File: src/rtl/acc16_pkg.sv
// shared types, constants and control word layout of the accumulator cpu core
`default_nettype none

package acc16_pkg;

   localparam int MEM_WORDS = 1024;
   localparam int MEM_AW    = $clog2(MEM_WORDS);
   localparam int WORD_W    = 16;
   localparam int PC_OUT_W  = 10;

   localparam logic [3:0]        REG_ACC  = 4'd0;
   localparam logic [3:0]        REG_SP   = 4'd15;
   localparam logic [WORD_W-1:0] SP_RESET = 16'h0200;

   // request actions
   localparam logic [1:0] ACT_WRITE = 2'd0;
   localparam logic [1:0] ACT_READ  = 2'd1;
   localparam logic [1:0] ACT_EXEC  = 2'd2;

   typedef enum logic [3:0] {
      OP_SYS, OP_SET, OP_LD,  OP_ST,  OP_LDI, OP_STI, OP_POP, OP_PSH,
      OP_AND, OP_OR,  OP_ADD, OP_SUB, OP_NOT, OP_DEC, OP_INC, OP_XOR
   } opcode_type;

   // condition / function codes of the system opcode group
   localparam logic [3:0] SYS_BRA  = 4'h0;
   localparam logic [3:0] SYS_BGT  = 4'h1;
   localparam logic [3:0] SYS_BLT  = 4'h2;
   localparam logic [3:0] SYS_BGE  = 4'h3;
   localparam logic [3:0] SYS_BLE  = 4'h4;
   localparam logic [3:0] SYS_BNE  = 4'h5;
   localparam logic [3:0] SYS_BEQ  = 4'h6;
   localparam logic [3:0] SYS_JMPL = 4'h7;
   localparam logic [3:0] SYS_CALL = 4'h8;
   localparam logic [3:0] SYS_RET  = 4'h9;
   localparam logic [3:0] SYS_ADI  = 4'hA;
   localparam logic [3:0] SYS_SBI  = 4'hB;
   localparam logic [3:0] SYS_OUT  = 4'hC;
   localparam logic [3:0] SYS_JR0  = 4'hE;

   typedef struct packed {
      opcode_type op;
      logic [3:0] n;
   } decode_type;

   typedef enum logic [1:0] {MO_NONE, MO_RD, MO_WR} mem_op_type;
   typedef enum logic [1:0] {MA_PC, MA_REG, MA_R0, MA_REQ} maddr_type;
   typedef enum logic [1:0] {WD_R0, WD_PC, WD_REQ} wdata_type;
   typedef enum logic {RS_N, RS_15} rsel_type;
   typedef enum logic [3:0] {
      ALU_B, ALU_R0, ALU_MQ, ALU_AND, ALU_OR, ALU_ADD, ALU_SUB,
      ALU_XOR, ALU_NOT, ALU_DEC, ALU_INC, ALU_ADDI, ALU_SUBI
   } alu_type;
   typedef enum logic [1:0] {RD_NONE, RD_0, RD_N, RD_15} rdst_type;
   typedef enum logic [2:0] {PC_HOLD, PC_INC, PC_MQ, PC_A, PC_R0, PC_BR} pc_op_type;
   typedef enum logic [1:0] {NX_NEXT, NX_DISP, NX_END} next_type;

   typedef struct packed {
      mem_op_type mem;
      maddr_type  maddr;
      wdata_type  wdata;
      rsel_type   rsel;
      alu_type    alu;
      rdst_type   rdst;
      pc_op_type  pc_op;
      logic       ir_ld;
      logic       rdout;
      logic       chout;
      next_type   nxt;
   } ctrl_word_type;

   localparam ctrl_word_type CW_IDLE = '{
      mem:   MO_NONE,
      maddr: MA_PC,
      wdata: WD_R0,
      rsel:  RS_N,
      alu:   ALU_B,
      rdst:  RD_NONE,
      pc_op: PC_HOLD,
      ir_ld: 1'b0,
      rdout: 1'b0,
      chout: 1'b0,
      nxt:   NX_NEXT
   };

   typedef struct packed {
      logic [WORD_W-1:0]   read_word;
      logic                char_valid;
      logic [7:0]          char_out;
      logic [PC_OUT_W-1:0] program_counter;
      logic [WORD_W-1:0]   accumulator;
   } result_type;

endpackage

`default_nettype wire

File: src/rtl/acc16_useq.sv
// microcode sequencer: step counter, control rom and opcode dispatch
`default_nettype none

module acc16_useq (
   input  logic                     clock,
   input  logic                     reset,
   input  logic                     start,
   input  logic [1:0]               action,
   input  acc16_pkg::decode_type    dec,
   input  logic                     hold,
   output acc16_pkg::ctrl_word_type ctrl,
   output logic                     step,
   output logic                     busy
);
   import acc16_pkg::*;

   localparam int UPC_W = 6;

   localparam logic [UPC_W-1:0] U_WRITE  = 6'd0;
   localparam logic [UPC_W-1:0] U_READ   = 6'd1;
   localparam logic [UPC_W-1:0] U_READ_2 = 6'd2;
   localparam logic [UPC_W-1:0] U_NONE   = 6'd3;
   localparam logic [UPC_W-1:0] U_FETCH  = 6'd4;
   localparam logic [UPC_W-1:0] U_DECODE = 6'd5;
   localparam logic [UPC_W-1:0] U_SET    = 6'd6;
   localparam logic [UPC_W-1:0] U_SET_2  = 6'd7;
   localparam logic [UPC_W-1:0] U_LD     = 6'd8;
   localparam logic [UPC_W-1:0] U_ST     = 6'd9;
   localparam logic [UPC_W-1:0] U_LDI    = 6'd10;
   localparam logic [UPC_W-1:0] U_LDI_2  = 6'd11;
   localparam logic [UPC_W-1:0] U_STI    = 6'd12;
   localparam logic [UPC_W-1:0] U_POP    = 6'd13;
   localparam logic [UPC_W-1:0] U_POP_2  = 6'd14;
   localparam logic [UPC_W-1:0] U_POP_3  = 6'd15;
   localparam logic [UPC_W-1:0] U_PSH    = 6'd16;
   localparam logic [UPC_W-1:0] U_PSH_2  = 6'd17;
   localparam logic [UPC_W-1:0] U_AND    = 6'd18;
   localparam logic [UPC_W-1:0] U_OR     = 6'd19;
   localparam logic [UPC_W-1:0] U_ADD    = 6'd20;
   localparam logic [UPC_W-1:0] U_SUB    = 6'd21;
   localparam logic [UPC_W-1:0] U_XOR    = 6'd22;
   localparam logic [UPC_W-1:0] U_NOT    = 6'd23;
   localparam logic [UPC_W-1:0] U_DEC    = 6'd24;
   localparam logic [UPC_W-1:0] U_INC    = 6'd25;
   localparam logic [UPC_W-1:0] U_BR     = 6'd26;
   localparam logic [UPC_W-1:0] U_JMPL   = 6'd27;
   localparam logic [UPC_W-1:0] U_JMPL_2 = 6'd28;
   localparam logic [UPC_W-1:0] U_CALL   = 6'd29;
   localparam logic [UPC_W-1:0] U_CALL_2 = 6'd30;
   localparam logic [UPC_W-1:0] U_RET    = 6'd31;
   localparam logic [UPC_W-1:0] U_RET_2  = 6'd32;
   localparam logic [UPC_W-1:0] U_ADI    = 6'd33;
   localparam logic [UPC_W-1:0] U_SBI    = 6'd34;
   localparam logic [UPC_W-1:0] U_OUT    = 6'd35;
   localparam logic [UPC_W-1:0] U_JR0    = 6'd36;
   localparam logic [UPC_W-1:0] U_JR0_2  = 6'd37;

   function automatic ctrl_word_type rom_word(input logic [UPC_W-1:0] a);
      ctrl_word_type w;
      w = CW_IDLE;
      case (a)
         U_WRITE: begin
            w.mem = MO_WR; w.maddr = MA_REQ; w.wdata = WD_REQ; w.nxt = NX_END;
         end
         U_READ: begin
            w.mem = MO_RD; w.maddr = MA_REQ;
         end
         U_READ_2: begin
            w.rdout = 1'b1; w.nxt = NX_END;
         end
         U_NONE: begin
            w.nxt = NX_END;
         end
         U_FETCH: begin
            w.mem = MO_RD; w.maddr = MA_PC; w.pc_op = PC_INC;
         end
         U_DECODE: begin
            w.ir_ld = 1'b1; w.nxt = NX_DISP;
         end
         U_SET: begin
            w.mem = MO_RD; w.maddr = MA_PC; w.pc_op = PC_INC;
         end
         U_SET_2: begin
            w.alu = ALU_MQ; w.rdst = RD_N; w.nxt = NX_END;
         end
         U_LD: begin
            w.alu = ALU_B; w.rdst = RD_0; w.nxt = NX_END;
         end
         U_ST: begin
            w.alu = ALU_R0; w.rdst = RD_N; w.nxt = NX_END;
         end
         U_LDI: begin
            w.mem = MO_RD; w.maddr = MA_REG;
         end
         U_LDI_2: begin
            w.alu = ALU_MQ; w.rdst = RD_0; w.nxt = NX_END;
         end
         U_STI: begin
            w.mem = MO_WR; w.maddr = MA_REG; w.wdata = WD_R0; w.nxt = NX_END;
         end
         U_POP: begin
            w.mem = MO_RD; w.maddr = MA_REG;
         end
         U_POP_2: begin
            w.alu = ALU_MQ; w.rdst = RD_0;
         end
         U_POP_3: begin
            // pointer is read again so that a pop through r0 bumps the loaded value
            w.alu = ALU_INC; w.rdst = RD_N; w.nxt = NX_END;
         end
         U_PSH: begin
            w.alu = ALU_DEC; w.rdst = RD_N;
         end
         U_PSH_2: begin
            w.mem = MO_WR; w.maddr = MA_REG; w.wdata = WD_R0; w.nxt = NX_END;
         end
         U_AND: begin
            w.alu = ALU_AND; w.rdst = RD_0; w.nxt = NX_END;
         end
         U_OR: begin
            w.alu = ALU_OR; w.rdst = RD_0; w.nxt = NX_END;
         end
         U_ADD: begin
            w.alu = ALU_ADD; w.rdst = RD_0; w.nxt = NX_END;
         end
         U_SUB: begin
            w.alu = ALU_SUB; w.rdst = RD_0; w.nxt = NX_END;
         end
         U_XOR: begin
            w.alu = ALU_XOR; w.rdst = RD_0; w.nxt = NX_END;
         end
         U_NOT: begin
            w.alu = ALU_NOT; w.rdst = RD_N; w.nxt = NX_END;
         end
         U_DEC: begin
            w.alu = ALU_DEC; w.rdst = RD_N; w.nxt = NX_END;
         end
         U_INC: begin
            w.alu = ALU_INC; w.rdst = RD_N; w.nxt = NX_END;
         end
         U_BR: begin
            w.pc_op = PC_BR; w.nxt = NX_END;
         end
         U_JMPL: begin
            w.mem = MO_RD; w.maddr = MA_PC;
         end
         U_JMPL_2: begin
            w.pc_op = PC_MQ; w.nxt = NX_END;
         end
         U_CALL: begin
            w.rsel = RS_15; w.alu = ALU_DEC; w.rdst = RD_15;
         end
         U_CALL_2: begin
            w.rsel = RS_15; w.mem = MO_WR; w.maddr = MA_REG; w.wdata = WD_PC;
            w.pc_op = PC_A; w.nxt = NX_END;
         end
         U_RET: begin
            w.rsel = RS_15; w.mem = MO_RD; w.maddr = MA_REG;
         end
         U_RET_2: begin
            w.rsel = RS_15; w.pc_op = PC_MQ; w.alu = ALU_INC; w.rdst = RD_15;
            w.nxt = NX_END;
         end
         U_ADI: begin
            w.alu = ALU_ADDI; w.rdst = RD_0; w.nxt = NX_END;
         end
         U_SBI: begin
            w.alu = ALU_SUBI; w.rdst = RD_0; w.nxt = NX_END;
         end
         U_OUT: begin
            w.chout = 1'b1; w.nxt = NX_END;
         end
         U_JR0: begin
            w.mem = MO_RD; w.maddr = MA_R0; w.pc_op = PC_R0;
         end
         U_JR0_2: begin
            w.alu = ALU_MQ; w.rdst = RD_0; w.nxt = NX_END;
         end
         default: begin
            w.nxt = NX_END;
         end
      endcase
      return w;
   endfunction

   function automatic logic [UPC_W-1:0] dispatch(input decode_type d);
      logic [UPC_W-1:0] t;
      case (d.op)
         OP_SET: t = U_SET;
         OP_LD:  t = U_LD;
         OP_ST:  t = U_ST;
         OP_LDI: t = U_LDI;
         OP_STI: t = U_STI;
         OP_POP: t = U_POP;
         OP_PSH: t = U_PSH;
         OP_AND: t = U_AND;
         OP_OR:  t = U_OR;
         OP_ADD: t = U_ADD;
         OP_SUB: t = U_SUB;
         OP_NOT: t = U_NOT;
         OP_DEC: t = U_DEC;
         OP_INC: t = U_INC;
         OP_XOR: t = U_XOR;
         OP_SYS: begin
            if (d.n <= SYS_BEQ) begin
               t = U_BR;
            end else begin
               case (d.n)
                  SYS_JMPL: t = U_JMPL;
                  SYS_CALL: t = U_CALL;
                  SYS_RET:  t = U_RET;
                  SYS_ADI:  t = U_ADI;
                  SYS_SBI:  t = U_SBI;
                  SYS_OUT:  t = U_OUT;
                  SYS_JR0:  t = U_JR0;
                  default:  t = U_NONE;
               endcase
            end
         end
         default: t = U_NONE;
      endcase
      return t;
   endfunction

   logic             busy_ff, busy_in;
   logic [UPC_W-1:0] upc_ff, upc_in;

   always_comb begin
      ctrl = busy_ff ? rom_word(upc_ff) : CW_IDLE;
      step = busy_ff && !hold;
   end

   always_comb begin
      busy_in = busy_ff;
      upc_in  = upc_ff;
      if (start) begin
         busy_in = 1'b1;
         case (action)
            ACT_WRITE: upc_in = U_WRITE;
            ACT_READ:  upc_in = U_READ;
            ACT_EXEC:  upc_in = U_FETCH;
            default:   upc_in = U_NONE;
         endcase
      end else if (step) begin
         case (ctrl.nxt)
            NX_NEXT: upc_in  = upc_ff + 1'b1;
            NX_DISP: upc_in  = dispatch(dec);
            NX_END:  busy_in = 1'b0;
            default: busy_in = 1'b0;
         endcase
      end
   end

   always_ff @(posedge clock) begin
      if (reset) begin
         busy_ff <= 1'b0;
         upc_ff  <= U_NONE;
      end else begin
         busy_ff <= busy_in;
         upc_ff  <= upc_in;
      end
   end

   assign busy = busy_ff;

endmodule

`default_nettype wire

File: config.mk
export PLATFORM = sky130hd
export DESIGN_NAME = acc16_useq
export DESIGN_NICKNAME = d
export VERILOG_FILES = /design/src/rtl/acc16_pkg.sv /design/src/rtl/acc16_useq.sv
export SDC_FILE = /design/constraint.sdc
export NUM_CORES = 1
export LEC_CHECK = 0
export BUFFER_PORTS_ARGS = -buffer_cell sky130_fd_sc_hd__buf_4
export CAP_MARGIN = 20
export CORE_UTILIZATION = 60
export CTS_BUF_LIST = sky130_fd_sc_hd__clkbuf_4 sky130_fd_sc_hd__clkbuf_8
export DETAILED_ROUTE_END_ITERATION = 8
export PLACE_DENSITY = 0.95
export SYNTH_ARGS = -nofsm -noshare
export SYNTH_HDL_FRONTEND = slang
export SYNTH_SLANG_ARGS = --single-unit
File: constraint.sdc
create_clock -name clock -period 5 [get_ports clock]
set_clock_uncertainty 0.05 [all_clocks]
set_input_delay 0.5 -clock clock [delete_from_list [all_inputs] [get_ports clock]]
set_output_delay 0.5 -clock clock [all_outputs]
set_load 0.02 [all_outputs]
==> impl_metrics.xml, run 1 <==
<?xml version="1.0" encoding="UTF-8"?>
<metrics>
  <group name="clock_tree">
    <metric name="postCtsHoldBufs" unit="">0</metric>
    <metric name="clkSinkCount" unit="">7</metric>
    <metric name="post_cts.resized_instances" unit="">0</metric>
    <metric name="htree_num_levels" unit="">1</metric>
    <metric name="cts.path.max_buffers" unit="">2</metric>
    <metric name="cts_inserted_buffers" unit="">3</metric>
    <metric name="tritoncts" unit="">built</metric>
    <metric name="clock_insertion_delay_worst_skew" unit="ps">270</metric>
    <metric name="post-cts-setup-buffers" unit="">0</metric>
    <metric name="root_buffer" unit="">clkbuf_4</metric>
    <metric name="clkSlewWorstSetupHoldPaths" unit="ps">60</metric>
  </group>
  <group name="place">
    <metric name="place_hpwl" unit="µm">3070</metric>
    <metric name="globalplace.congestion" unit="">0.916</metric>
    <metric name="placed_cells" unit="">279</metric>
    <metric name="port_buffers" unit="">36</metric>
  </group>
  <group name="sta">
    <metric name="maxSlewViolCount" unit="">0</metric>
    <metric name="max_freq" unit="MHz">322</metric>
    <metric name="finalWorstPathRequiredPeriod" unit="ps">3110</metric>
    <metric name="fin_setup_tns" unit="ps">0</metric>
    <metric name="timing_worst_slew_pin_value" unit="ps">1050</metric>
    <metric name="hold_viol" unit="">0</metric>
    <metric name="setup_repair_after_global_routing_missed_its_margin" unit="">no</metric>
    <metric name="final_min_period_over_clock_period" unit="%">62.1</metric>
    <metric name="maxSlewHeadroom" unit="%">30.0</metric>
    <metric name="setup_viol" unit="">0</metric>
  </group>
  <group name="synth">
    <metric name="synthesis.instances" unit="">238</metric>
    <metric name="ys_types" unit="">56</metric>
    <metric name="synth.yosys.warnings" unit="">0</metric>
    <metric name="synth_enable_flop_cells" unit="">0</metric>
    <metric name="synth.net_count" unit="">256</metric>
    <metric name="post-synth-top-count-cell" unit="">nor2_1</metric>
    <metric name="post_synth_mux_area_share" unit="%">2.13</metric>
    <metric name="postSynth.topFlopCell" unit="">dfxtp_1</metric>
    <metric name="post_synth.cell_area_avg" unit="µm²">6.17</metric>
    <metric name="synthTopCellsByCount" unit="">32 x nor2_1, 20 x o21ai_0, 19 x nand2_1</metric>
    <metric name="seq_area_frac_synth" unit="%">9.55</metric>
    <metric name="synth.area.top_cells" unit="">dfxtp_1 9.5%, nor2_1 8.2%, o21ai_0 6.8%</metric>
    <metric name="synth-xor-area-share" unit="%">1.19</metric>
    <metric name="synth.ff_latch_count" unit="">7</metric>
    <metric name="dominant_combinational_cell_family_by_area_after_synthesis" unit="">compound AO/OA/AOI/OAI gates</metric>
    <metric name="netlist_area" unit="µm²">1470</metric>
    <metric name="synth_top_area_cell" unit="">dfxtp_1</metric>
    <metric name="async_reset_ff_share" unit="%">0</metric>
    <metric name="area_fraction_in_and_or_nand_and_nor_cells_after_synthesis" unit="%">34.4</metric>
    <metric name="synth_compound_gate_area_share" unit="%">38.4</metric>
    <metric name="fraction_of_post_synthesis_cell_area_in_the_top_cell_type_by_area" unit="%">9.55</metric>
    <metric name="synthAdderAreaFrac" unit="%">3.41</metric>
  </group>
  <group name="layout">
    <metric name="final.fill_count" unit="">174</metric>
    <metric name="layoutNonFillerInstCount" unit="">283</metric>
    <metric name="drive_gt1_share" unit="%">18.0</metric>
    <metric name="fin_util" unit="%">75.2</metric>
    <metric name="synthToLayoutAreaGrowth" unit="%">15.6</metric>
    <metric name="final_net_count" unit="">274</metric>
    <metric name="antenna_diode_instance_count" unit="">0</metric>
  </group>
  <group name="flow_run">
    <metric name="maxCapViolCount" unit="">0</metric>
  </group>
  <group name="critical_path">
    <metric name="cp_data_required_time" unit="ps">4450</metric>
    <metric name="crit_path_start_kind" unit="">flop</metric>
    <metric name="worst-endpoint-arrival" unit="ps">2560</metric>
    <metric name="end_kind" unit="">output pin</metric>
    <metric name="criticalPathCategory" unit="">flop to output pin</metric>
    <metric name="worstPathMaxFanout" unit="">14</metric>
    <metric name="reg2reg_depth" unit="">4</metric>
  </group>
  <group name="global_routing">
    <metric name="first_pass_grt_wire_length" unit="µm">7090</metric>
    <metric name="groute.layer.met2.usage" unit="%">53.5</metric>
    <metric name="grt_antenna_before_repair" unit="">0</metric>
    <metric name="via_count_of_the_first_global_routing_pass" unit="">1572</metric>
    <metric name="grt_use_total" unit="%">34.9</metric>
    <metric name="overflow_left_after_global_routing" unit="">0</metric>
    <metric name="groute.layer.met3.usage" unit="%">5.65</metric>
    <metric name="grt_start_max_net_pins" unit="">35</metric>
    <metric name="busiest_layer" unit="">met2</metric>
    <metric name="global_route.usage.met1" unit="%">48.4</metric>
  </group>
  <group name="drt">
    <metric name="detail_route.wirelength" unit="µm">4170</metric>
    <metric name="postRouteAntennaNets" unit="">0</metric>
    <metric name="wl_per_cell" unit="µm">14.7</metric>
    <metric name="detail_route.drc_violations" unit="">0</metric>
    <metric name="routed-via-count" unit="">1880</metric>
    <metric name="drt-pass1-iter-count" unit="">5</metric>
    <metric name="post_drt_via_cell_ratio" unit="">6.64</metric>
    <metric name="drtIter0Drc" unit="">118</metric>
  </group>
  <group name="power_and_ir_drop">
    <metric name="power.share.switching" unit="%">40.0</metric>
    <metric name="cell_internal_pwr" unit="µW">135</metric>
    <metric name="totalPowerFinal" unit="µW">225</metric>
    <metric name="netSwitchingPower" unit="µW">90.0</metric>
    <metric name="seqPwrFrac" unit="%">30.9</metric>
    <metric name="vdd.ir_drop.worst" unit="mV">0.148</metric>
    <metric name="comb_power_share" unit="%">42.4</metric>
    <metric name="cellLeakagePower" unit="µW">0.000677</metric>
    <metric name="power.share.clock" unit="%">26.7</metric>
    <metric name="power_density" unit="nW/µm²">133</metric>
  </group>
  <group name="floorplanning">
    <metric name="rows" unit="">17</metric>
    <metric name="die_h" unit="µm">51.5</metric>
    <metric name="pin_count" unit="">37</metric>
    <metric name="floorplan.die_area" unit="µm²">2650</metric>
    <metric name="core_region_area" unit="µm²">2250</metric>
    <metric name="die-width" unit="µm">51.5</metric>
    <metric name="floorplan.initialDensity" unit="%">65.1</metric>
  </group>
  <group name="min_path">
    <metric name="hold_path_class" unit="">input pin to flop</metric>
    <metric name="whs_path_depth" unit="">2</metric>
  </group>
  <group name="outcome">
    <metric name="outcome" unit="">complete, no violations</metric>
  </group>
</metrics>
path summary, 6_finish.rpt:
path / startpoint / endpoint / slack (ps)
setup / recovery: upc_ff[0] / ctrl[18] / 1890
hold / removal: reset / upc_ff[2] / 400
setup reg to reg: upc_ff[2] / upc_ff[0] / 2350
hold reg to reg: busy / busy / 710
layer usage:
layer / up-vias / routed length (µm)
li1: 900 / -
met1: 853 / 1760
met2: 121 / 1960
met3: 6 / 398
met4: 0 / 48
met5: - / 0
cell usage in the layout (no fill, tap or decap), drive strengths merged, types with 2 or more instances in the layout:
master and instances:
a21boi 3, o41a 4, nor2b 9, a31oi 6, buf 36, nand4b 2, o31a 3, nand3 6
o22ai 2, a21o 2, and2 2, a22oi 3, nand2 19, o21ai 21, xnor2 2, nor2 32
nand2b 5, ha 4, o211ai 2, mux2i 2, nand3b 3, o31ai 2, a22o 2, o21a 3
nor3 16, o32ai 2, a21oi 17, dfxtp 7, clkbuf 4, or4b 2, inv 14
power by group through the flow:
stage | Sequential (µW) | Clock (µW) | Combinational (µW)
after floorplan | 62.7 | 0 | 71.6
after global placement | 69.8 | 0 | 91.0
after detailed placement | 70.2 | 0 | 93.0
after CTS | 68.9 | 62.1 | 93.4
after global routing | 70.7 | 64.7 | 106
final | 69.5 | 60.2 | 95.5
critical path, stage by stage, from the launching register on:
cell       delay [ps]
dfxtp_1           350
inv_1             160
ha_1              500
nor2b_1           190
o211ai_1          140
nand2_1           210
o21ai_0           120
a2111oi_0         400
buf_4             210
metrics by stage:
stage,hold slack [ps],setup slack [ps],instance area (µm²)
final,396,1890,1700
after global routing,414,1620,1700
after CTS,392,1930,1700
after detailed placement,671,2220,1670
after global placement,666,2270,1670
after floorplan,519,1860,1470
state kept, by name (all words and copies together) (netlist names):
signal / cells
upc_ff: 6
busy: 1
area by class of cell:
class	instances	area, µm²	area share [%]
clock buffer	4	30.0	1.77
inverter	14	52.6	3.10
timing repair buffer	36	270	15.9
tap	28	35.0	2.06
sequential	7	140	8.26
multi-input combinational	194	1170	68.9
logic make-up after synthesis:
family	count (synthesis)
compound gates	83
buf+inv	37
mux	3
flops	7
simple gates	102
xor+xnor	2
fa+ha+maj	4
No activity file was read; power rests on OpenSTA's default activity.
==> run 2, diff against run 1 <==
--- a/config.mk
+++ b/config.mk
@@ -7,10 +7,10 @@
 export LEC_CHECK = 0
 export BUFFER_PORTS_ARGS = -buffer_cell sky130_fd_sc_hd__buf_4
 export CAP_MARGIN = 20
-export CORE_UTILIZATION = 60
+export CORE_UTILIZATION = 50
 export CTS_BUF_LIST = sky130_fd_sc_hd__clkbuf_4 sky130_fd_sc_hd__clkbuf_8
 export DETAILED_ROUTE_END_ITERATION = 8
-export PLACE_DENSITY = 0.95
+export PLACE_DENSITY = 0.88
 export SYNTH_ARGS = -nofsm -noshare
 export SYNTH_HDL_FRONTEND = slang
 export SYNTH_SLANG_ARGS = --single-unit
==> constraint.sdc (replaced) <==
create_clock -name clock -period 2.5 [get_ports clock]
set_clock_uncertainty 0.05 [all_clocks]
set_input_delay 0.25 -clock clock [delete_from_list [all_inputs] [get_ports clock]]
set_output_delay 0.25 -clock clock [all_outputs]
set_load 0.02 [all_outputs]
==> impl_metrics.xml, run 2 (synthesis gave the netlist of run 1 again) <==
<?xml version="1.0" encoding="UTF-8"?>
<metrics>
  <group name="clock_tree">
    <metric name="clkSinkCount" unit="">7</metric>
    <metric name="tritoncts" unit="">built</metric>
    <metric name="cts.path.max_buffers" unit="">2</metric>
    <metric name="cts_inserted_buffers" unit="">3</metric>
    <metric name="htree_num_levels" unit="">1</metric>
    <metric name="root_buffer" unit="">clkbuf_4</metric>
    <metric name="clkSlewWorstSetupHoldPaths" unit="ps">50</metric>
    <metric name="postCtsHoldBufs" unit="">0</metric>
    <metric name="clock_insertion_delay_worst_skew" unit="ps">240</metric>
  </group>
  <group name="drt">
    <metric name="drtIter0Drc" unit="">99</metric>
    <metric name="drt-pass1-iter-count" unit="">5</metric>
    <metric name="postRouteAntennaNets" unit="">0</metric>
    <metric name="detail_route.wirelength" unit="µm">4040</metric>
    <metric name="wl_per_cell" unit="µm">13.7</metric>
    <metric name="detail_route.drc_violations" unit="">0</metric>
    <metric name="routed-via-count" unit="">1877</metric>
    <metric name="post_drt_via_cell_ratio" unit="">6.36</metric>
  </group>
  <group name="power_and_ir_drop">
    <metric name="totalPowerFinal" unit="µW">456</metric>
    <metric name="power_density" unit="nW/µm²">253</metric>
    <metric name="vdd.ir_drop.worst" unit="mV">0.288</metric>
    <metric name="cellLeakagePower" unit="µW">0.000719</metric>
  </group>
  <group name="floorplanning">
    <metric name="pin_count" unit="">37</metric>
    <metric name="rows" unit="">19</metric>
    <metric name="floorplan.initialDensity" unit="%">53.2</metric>
    <metric name="die_h" unit="µm">56.2</metric>
    <metric name="floorplan.die_area" unit="µm²">3160</metric>
    <metric name="die-width" unit="µm">56.2</metric>
    <metric name="core_region_area" unit="µm²">2760</metric>
  </group>
  <group name="layout">
    <metric name="most-common-layout-cells" unit="">45 x buf_4, 32 x nor2_1, 19 x nand2_1, 19 x o21ai_0, 17 x a21oi_1</metric>
    <metric name="multiInputGateArea" unit="µm²">1200</metric>
    <metric name="layout_commonest_cell" unit="">buf_4</metric>
    <metric name="final.fill_count" unit="">267</metric>
    <metric name="synthToLayoutAreaGrowth" unit="%">22.8</metric>
    <metric name="largest_register_ffs" unit="">6</metric>
    <metric name="postLayoutCellArea" unit="µm²">1800</metric>
    <metric name="final_net_count" unit="">283</metric>
    <metric name="antenna_diode_instance_count" unit="">0</metric>
    <metric name="drive_gt1_share" unit="%">25.0</metric>
    <metric name="largest-register" unit="">upc_ff</metric>
    <metric name="fin_util" unit="%">65.4</metric>
    <metric name="layoutNonFillerInstCount" unit="">295</metric>
    <metric name="register_area" unit="µm²">144</metric>
  </group>
  <group name="critical_path">
    <metric name="end_kind" unit="">output pin</metric>
    <metric name="crit_path_start_kind" unit="">flop</metric>
    <metric name="criticalPathCategory" unit="">flop to output pin</metric>
    <metric name="worst-endpoint-arrival" unit="ps">2070</metric>
    <metric name="cp_data_required_time" unit="ps">2200</metric>
    <metric name="worstPathMaxFanout" unit="">5</metric>
  </group>
  <group name="sta">
    <metric name="finalWorstPathRequiredPeriod" unit="ps">2370</metric>
    <metric name="maxSlewHeadroom" unit="%">67.9</metric>
    <metric name="setup_viol" unit="">0</metric>
    <metric name="setup_repair_after_global_routing_missed_its_margin" unit="">no</metric>
    <metric name="hold_viol" unit="">0</metric>
    <metric name="timing_worst_slew_pin_value" unit="ps">482</metric>
    <metric name="final_min_period_over_clock_period" unit="%">94.8</metric>
    <metric name="maxSlewViolCount" unit="">0</metric>
    <metric name="fin_setup_tns" unit="ps">0</metric>
    <metric name="max_freq" unit="MHz">422</metric>
  </group>
  <group name="place">
    <metric name="port_buffers" unit="">36</metric>
    <metric name="place_hpwl" unit="µm">3080</metric>
    <metric name="globalplace.congestion" unit="">0.941</metric>
    <metric name="placed_cells" unit="">291</metric>
    <metric name="dpl_cell_area" unit="µm²">1740</metric>
  </group>
  <group name="global_routing">
    <metric name="grt_start_max_net_pins" unit="">31</metric>
    <metric name="grt_use_total" unit="%">25.1</metric>
    <metric name="first_pass_grt_wire_length" unit="µm">6690</metric>
    <metric name="overflow_left_after_global_routing" unit="">0</metric>
    <metric name="grt_antenna_before_repair" unit="">0</metric>
    <metric name="via_count_of_the_first_global_routing_pass" unit="">1593</metric>
  </group>
  <group name="min_path">
    <metric name="hold_path_class" unit="">input pin to flop</metric>
  </group>
  <group name="outcome">
    <metric name="outcome" unit="">complete, no violations</metric>
  </group>
  <group name="flow_run">
    <metric name="maxCapViolCount" unit="">0</metric>
  </group>
</metrics>
[run 2: cell types whose count changed in the layout (fill, tap and decap cells not counted), moves of 2 or more]
cell / previous run / this run
inv_2: 1 / 3
dfxtp_2: 0 / 3
buf_4: 36 / 45
inv_1: 13 / 11
dfxtp_1: 7 / 4
ha_1: 4 / 1
ha_2: 0 / 2
[run 2: area by class of cell]
type | count | area share [%]
Timing Repair Buffer | 45 | 18.7
Clock buffer | 4 | 1.67
Sequential cell | 7 | 7.98
Multi-Input combinational cell | 194 | 66.6
Inverter | 14 | 2.91
Tap cell | 31 | 2.15
[run 2: final timing paths]
path	slack, ps	cells after the start	to	start
setup / recovery	130	8	ctrl[18]	upc_ff[1]
hold / removal	160	2	busy	reset
hold reg to reg	600	2	upc_ff[2]	upc_ff[2]
setup reg to reg	330	4	upc_ff[0]	upc_ff[3]
[run 2: report_power, final]
| part | internal [µW] | total (µW) | switching (µW) | leakage, µW |
|---|---|---|---|---|
| logic | 93.2 | 218 | 125 | 0.000643 |
| clock network | 71.4 | 108 | 36.4 | 0.0000184 |
| registers | 118 | 130 | 11.9 | 0.0000574 |
| total | 283 | 456 | 173 | 0.000719 |
[run 2: per-layer routing]
metal	track usage, %	wire (µm)
met5	0	0
met2	43.7	1930
met1	33.7	1760
met3	0.233	291
met4	8.01	51
[run 2: what timing repair did]
action                     in CTS  in global routing
setup endpoints to repair       2                  7
gates resized for setup         2                 10
buffers inserted                0                  0
[run 2: per-stage QoR]
step	hold slack, ps	setup slack, ps
after detailed placement	410	224
after CTS	155	2.06
final	162	130
after floorplan	269	129
after global placement	412	278
after global routing	163	20.0
[run 2: worst max-delay path, cell delays in order (launching register included)]
cell and delay [ps]:
dfxtp_2 340, inv_2 100, ha_2 200, nor2b_2 200, o21ai_0 100, a31oi_1 260
o21ai_1 140, a2111oi_2 300, buf_4 190
